--- config.mk ---
export PLATFORM = sky130hd
export DESIGN_NAME = svpwm_ctrl
export DESIGN_NICKNAME = d
export VERILOG_FILES = /design/src/rtl/core/svpwm_pkg.sv /design/src/rtl/core/svpwm_ctrl.sv
export SDC_FILE = /design/constraint.sdc
export NUM_CORES = 1
export LEC_CHECK = 0
export BUFFER_PORTS_ARGS = -buffer_cell sky130_fd_sc_hd__buf_4
export CAP_MARGIN = 20
export CORE_MARGIN = 2
export CORE_UTILIZATION = 50
export CTS_BUF_LIST = sky130_fd_sc_hd__clkbuf_16
export DETAILED_ROUTE_END_ITERATION = 10
export GPL_ROUTABILITY_DRIVEN = 0
export PLACE_DENSITY = 0.7
export SLEW_MARGIN = 30
export SYNTH_ARGS = -nofsm -noshare
export SYNTH_HDL_FRONTEND = slang
export SYNTH_SLANG_ARGS = --single-unit
--- constraint.sdc ---
create_clock -name clk_i -period 4.75 [get_ports clk_i]
set_input_delay 0.2375 -clock clk_i [delete_from_list [all_inputs] [get_ports clk_i]]
set_output_delay 0.2375 -clock clk_i [all_outputs]
set_load 0.02 [all_outputs]
--- src/rtl/core/svpwm_pkg.sv ---
// Package for the space vector PWM generator: widths, Q24 constants,
// the controller command type and the microcode program.
// No dependencies.
package svpwm_pkg;

  localparam int unsigned FreqW  = 26;
  localparam int unsigned AmplW  = 26;
  localparam int unsigned DutyW  = 26;
  localparam int unsigned SecW   = 3;
  localparam int unsigned ScaleW = 25;
  localparam int unsigned AngW   = 24;
  localparam int unsigned QW     = 25;
  localparam int unsigned MulW   = 32;
  localparam int unsigned ProdW  = 2 * MulW;
  localparam int unsigned EW     = 28;

  localparam logic [ScaleW-1:0] ScaleRst = 25'd503316;
  localparam logic [QW-1:0]     One      = 25'd16777216;
  localparam logic [QW-1:0]     Pi3      = 25'd17569059;
  localparam logic [SecW-1:0]   SecMax   = 3'd5;

  typedef enum logic [4:0] {
    OP_IDLE, OP_LOAD, OP_M_STEP, OP_W_ANGLE, OP_M_THETA, OP_W_THETA,
    OP_M_X2, OP_W_X2, OP_M_DIV, OP_W_DIV, OP_M_XT2, OP_W_V, OP_M_XT,
    OP_W_SIN, OP_PERM, OP_M_OUT, OP_W_OUT, OP_PUSH
  } op_e;

  typedef struct packed {
    op_e        op;
    logic [2:0] sel;
  } cmd_t;

  typedef enum logic [1:0] {ST_IDLE, ST_RUN, ST_PUSH} state_e;

  localparam int unsigned ProgLen = 55;
  localparam int unsigned IdxW    = 6;

  // step list: angle update, theta, sin(theta), sin(pi/3-theta), permute, three duties
  function automatic cmd_t prog(logic [IdxW-1:0] idx);
    cmd_t           c;
    logic [IdxW-1:0] j;
    logic [IdxW-1:0] u;
    c.op  = OP_IDLE;
    c.sel = '0;
    j     = '0;
    u     = '0;
    if (idx < 6'd4) begin
      unique case (idx[1:0])
        2'd0: c.op = OP_M_STEP;
        2'd1: c.op = OP_W_ANGLE;
        2'd2: c.op = OP_M_THETA;
        default: c.op = OP_W_THETA;
      endcase
    end else if (idx < 6'd48) begin
      j = (idx < 6'd26) ? idx - 6'd4 : idx - 6'd26;
      u = j - 6'd2;
      if (j < 6'd2) begin
        c.op = j[0] ? OP_W_X2 : OP_M_X2;
      end else if (j < 6'd20) begin
        c.sel = u[4:2];
        unique case (u[1:0])
          2'd0: c.op = OP_M_DIV;
          2'd1: c.op = OP_W_DIV;
          2'd2: c.op = OP_M_XT2;
          default: c.op = OP_W_V;
        endcase
      end else begin
        c.op  = j[0] ? OP_W_SIN : OP_M_XT;
        c.sel = (idx < 6'd26) ? 3'd0 : 3'd1;
      end
    end else if (idx == 6'd48) begin
      c.op = OP_PERM;
    end else begin
      u     = idx - 6'd49;
      c.op  = u[0] ? OP_W_OUT : OP_M_OUT;
      c.sel = u[3:1];
    end
    return c;
  endfunction

  // floor(2^31 / divisor) of the series terms
  function automatic logic [MulW-1:0] recip(logic [2:0] k);
    logic [MulW-1:0] r;
    unique case (k)
      3'd0: r = 32'd19522578;
      3'd1: r = 32'd29826161;
      3'd2: r = 32'd51130563;
      3'd3: r = 32'd107374182;
      3'd4: r = 32'd357913941;
      default: r = '0;
    endcase
    return r;
  endfunction

  function automatic logic [6:0] divisor(logic [2:0] k);
    logic [6:0] d;
    unique case (k)
      3'd0: d = 7'd110;
      3'd1: d = 7'd72;
      3'd2: d = 7'd42;
      3'd3: d = 7'd20;
      3'd4: d = 7'd6;
      default: d = 7'd1;
    endcase
    return d;
  endfunction

endpackage

--- src/rtl/core/svpwm_ctrl.sv ---
// Controller: request handshakes and the step sequencer issuing datapath commands.
// Depends on svpwm_pkg.
module svpwm_ctrl (
  input  logic            clk_i,
  input  logic            rst_ni,
  input  logic            in_valid_i,
  output logic            in_ready_o,
  output logic            out_valid_o,
  input  logic            out_ready_i,
  output svpwm_pkg::cmd_t cmd_o
);
  import svpwm_pkg::*;

  state_e          state_q, state_d;
  logic [IdxW-1:0] idx_q, idx_d;
  logic            out_valid_q, out_valid_d;
  logic            push;

  always_ff @(posedge clk_i or negedge rst_ni) begin
    if (!rst_ni) begin
      state_q     <= ST_IDLE;
      idx_q       <= '0;
      out_valid_q <= 1'b0;
    end else begin
      state_q     <= state_d;
      idx_q       <= idx_d;
      out_valid_q <= out_valid_d;
    end
  end

  always_comb begin
    state_d    = state_q;
    idx_d      = idx_q;
    in_ready_o = 1'b0;
    push       = 1'b0;
    cmd_o.op   = OP_IDLE;
    cmd_o.sel  = '0;
    unique case (state_q)
      ST_IDLE: begin
        in_ready_o = 1'b1;
        if (in_valid_i) begin
          cmd_o.op = OP_LOAD;
          idx_d    = '0;
          state_d  = ST_RUN;
        end
      end
      ST_RUN: begin
        cmd_o = prog(idx_q);
        idx_d = idx_q + 6'd1;
        if (idx_q == IdxW'(ProgLen - 1)) begin
          state_d = ST_PUSH;
        end
      end
      default: begin
        if (!out_valid_q || out_ready_i) begin
          push     = 1'b1;
          cmd_o.op = OP_PUSH;
          state_d  = ST_IDLE;
        end
      end
    endcase
  end

  always_comb begin
    priority if (push) begin
      out_valid_d = 1'b1;
    end else if (out_ready_i) begin
      out_valid_d = 1'b0;
    end else begin
      out_valid_d = out_valid_q;
    end
  end

  assign out_valid_o = out_valid_q;

  a_push_free: assert property (@(posedge clk_i) disable iff (!rst_ni)
    cmd_o.op == OP_PUSH |-> (!out_valid_q || out_ready_i))
    else $error("result overwritten before taken");

  a_valid_src: assert property (@(posedge clk_i) disable iff (!rst_ni)
    $rose(out_valid_q) |-> $past(push))
    else $error("result valid without push");

  a_idx_range: assert property (@(posedge clk_i) disable iff (!rst_ni)
    state_q == ST_RUN |-> idx_q < IdxW'(ProgLen))
    else $error("step index out of range");

  a_hold_idle: assert property (@(posedge clk_i) disable iff (!rst_ni)
    (state_q != ST_IDLE) |-> !in_ready_o)
    else $error("request taken while busy");

endmodule
==> run metrics <==
reg2reg path depth 5; synth unique cells 37; Starting Density 0.545; RSZ-0062 raised after global routing no; routed vias/inst 5.91; TNS Setup 0 ps; first-pass GRT wire length 4.66 mm; CP required 4510 ps; nets@finish 175; outcome complete, no violations; via count 1076; DR iter-0 viols 22; Max Fclk 290 MHz; yosys warns 0; Post-Syn Area 1090 sq um; WHS Endpoint out_valid_o; antenna violations before repair 0; fin crit share 0.725; PortBufs 13; CTS Buf Count 3; share of layout cells above drive strength 1 0.155; worst min-delay path category in2reg; number of global-route vias before repair 1037; MaxCap Viol Count 0; P&R area growth vs syn 17.4%; post-synthesis cell count 144; Synth async-reset ratio 1.00; r2r startpoint idx_q[2]; Yosys reg bits 9; Final Hold Fails 0; Inserted Diodes 0; critical-path maximum fanout 13; Final min period 3440 ps; Die Ht 50.7 um; post-route ant nets 0; Main synth FF type dfrtp_1; Die Area 2570 sq um; Root Driver clkbuf_16; Worst setup SP type register; Avg Cell Area, Syn 7.58 sq um; Post-CTS Setup Bufs 0; synth cell count leaders nor2_1 (18), ha_1 (15), nand2_1 (15), a21oi_1 (13), dfrtp_1 (9); Crit Path Class reg2out; Max Transition Viols Final 0; HP Start out_ready_i; CP Capture Type output pin; H-tree depth 1; DR WL/cell 14.7 um; Final setup viols 0; area share of the leading cell type in the synthesized netlist 0.206; EDFF count, synth 0; DRC Markers 0; Clk pin slew, worst setup/hold paths 40 ps; Routed Wire Length 2.68 mm; Detailed Routing Iterations Pass 1 4; clock sink total 9; Total Routing Usage GR 0.244; worst-case clock buffer depth 2; top-count cell post-synth nor2_1; worst rel slew slack 0.605; # IOs 14; largest net degree at the start of global routing 19; num rows 16; hpwl dp 2.05 mm; Slew @ Worst Pin 592 ps; cell accounting for the most synthesized area dfrtp_1; CTS tree built; Die Width 50.7 um; skew final 1.55 ps; depth of the worst hold-timing path 3; post-cts resize count 0; hold_buf cts 1; Remaining Overflow, GRT 0; reg-to-reg endpoint idx_q[5]; reg2reg setup slack 3260 ps; sequential area share after synthesis 0.206; later-pin clock latency in the skew report 230 ps; Filler Cell Count 181; synth top area cells dfrtp_1 (21%), ha_1 (17%), nor2_1 (6.2%), a21oi_1 (6.0%), nand2_1 (5.2%); Worst EP arrival 3210 ps; syn_nets 163; CORE AREA 2000 sq um
==> layer usage <==
| layer | share of wire | GRT usage | wire length, um | vias to the layer above |
|---|---|---|---|---|
| met5 | 0 | 0 | 0 | - |
| met4 | 0.030 | 0.131 | 80 | 0 |
| met3 | 0.033 | 0.0357 | 88 | 11 |
| met2 | 0.48 | 0.417 | 1290 | 25 |
| met1 | 0.46 | 0.293 | 1230 | 503 |
| li1 | - | - | - | 537 |
==> registers in the layout (all words and copies together), names as in the netlist <==
register,count
out_valid_o,1
state_q,2
idx_q,6
==> per-stage QoR <==
stage	instances	setup WS (ps)	utilization	area (sq um)	hold slack (ps)
after detailed placement	177	1570	0.596	1190	62.9
after global placement	177	1660	0.596	1190	62.2
after floorplan	144	1570	-	1090	-58.1
after CTS	182	1310	0.640	1280	311
after global routing	182	1110	0.640	1280	346
final	182	1310	0.640	1280	312
==> cell type report <==
class / instances / area [sq um] / share of cell area
multi-input combinational: 121 / 810 / 0.632
tap: 27 / 33.8 / 0.0264
inverter: 7 / 26.3 / 0.0205
clock inverter: 1 / 3.75 / 0.00293
sequential: 9 / 225 / 0.176
clock buffer: 3 / 75.1 / 0.0586
timing repair buffer: 14 / 108 / 0.0840
==> worst max-delay path: stages (launching register included) <==
cell      delay [ps]
dfrtp_1          590
inv_1            190
ha_1             270
a21o_2           270
a21oi_4          250
mux2_2           370
ha_1             280
a2111o_1         370
o32ai_1          170
buf_4            200
==> cells in the final DEF, fill, tap and decap left out, types with 2 or more instances in the layout <==
cell and instances:
dfrtp_1 9, o21ai_0 7, a21oi_1 13, nor2_1 18, nand3_1 3, inv_1 8
nand4_1 2, o22ai_1 4, ha_1 15, nor3_1 6, a31oi_1 3, o32ai_1 2
or2_2 2, xnor2_1 3, mux2i_1 3, nand2_1 15, nor4_1 2, nand2b_1 4
buf_4 13, mux2_2 2, xor2_1 2, clkbuf_16 3
==> cells by family after synthesis <==
kind of cell	share of synthesized area
AO/OA/AOI/OAI	0.244
buffers and inverters	0.0516
adder cells (fa/ha/maj)	0.172
XOR/XNOR	0.0401
multiplexers	0.0482
flip-flops	0.206
AND/OR/NAND/NOR	0.237
==> worst max-delay path by stage <==
| stage | to | start | cells past startpoint |
|---|---|---|---|
| 6_report | cmd_o[0] | idx_q[2] | 9 |
| 5_1_grt | cmd_o[1] | idx_q[2] | 10 |
| 4_1_cts | cmd_o[0] | idx_q[2] | 9 |
| 3_5_place_dp | cmd_o[0] | idx_q[2] | 9 |
| 3_3_place_gp | cmd_o[1] | idx_q[2] | 10 |
| 2_1_floorplan | cmd_o[1] | idx_q[2] | 10 |
Power is not shown: default switching activity piles up to over one toggle a cycle in this logic, so the estimate is an artifact.
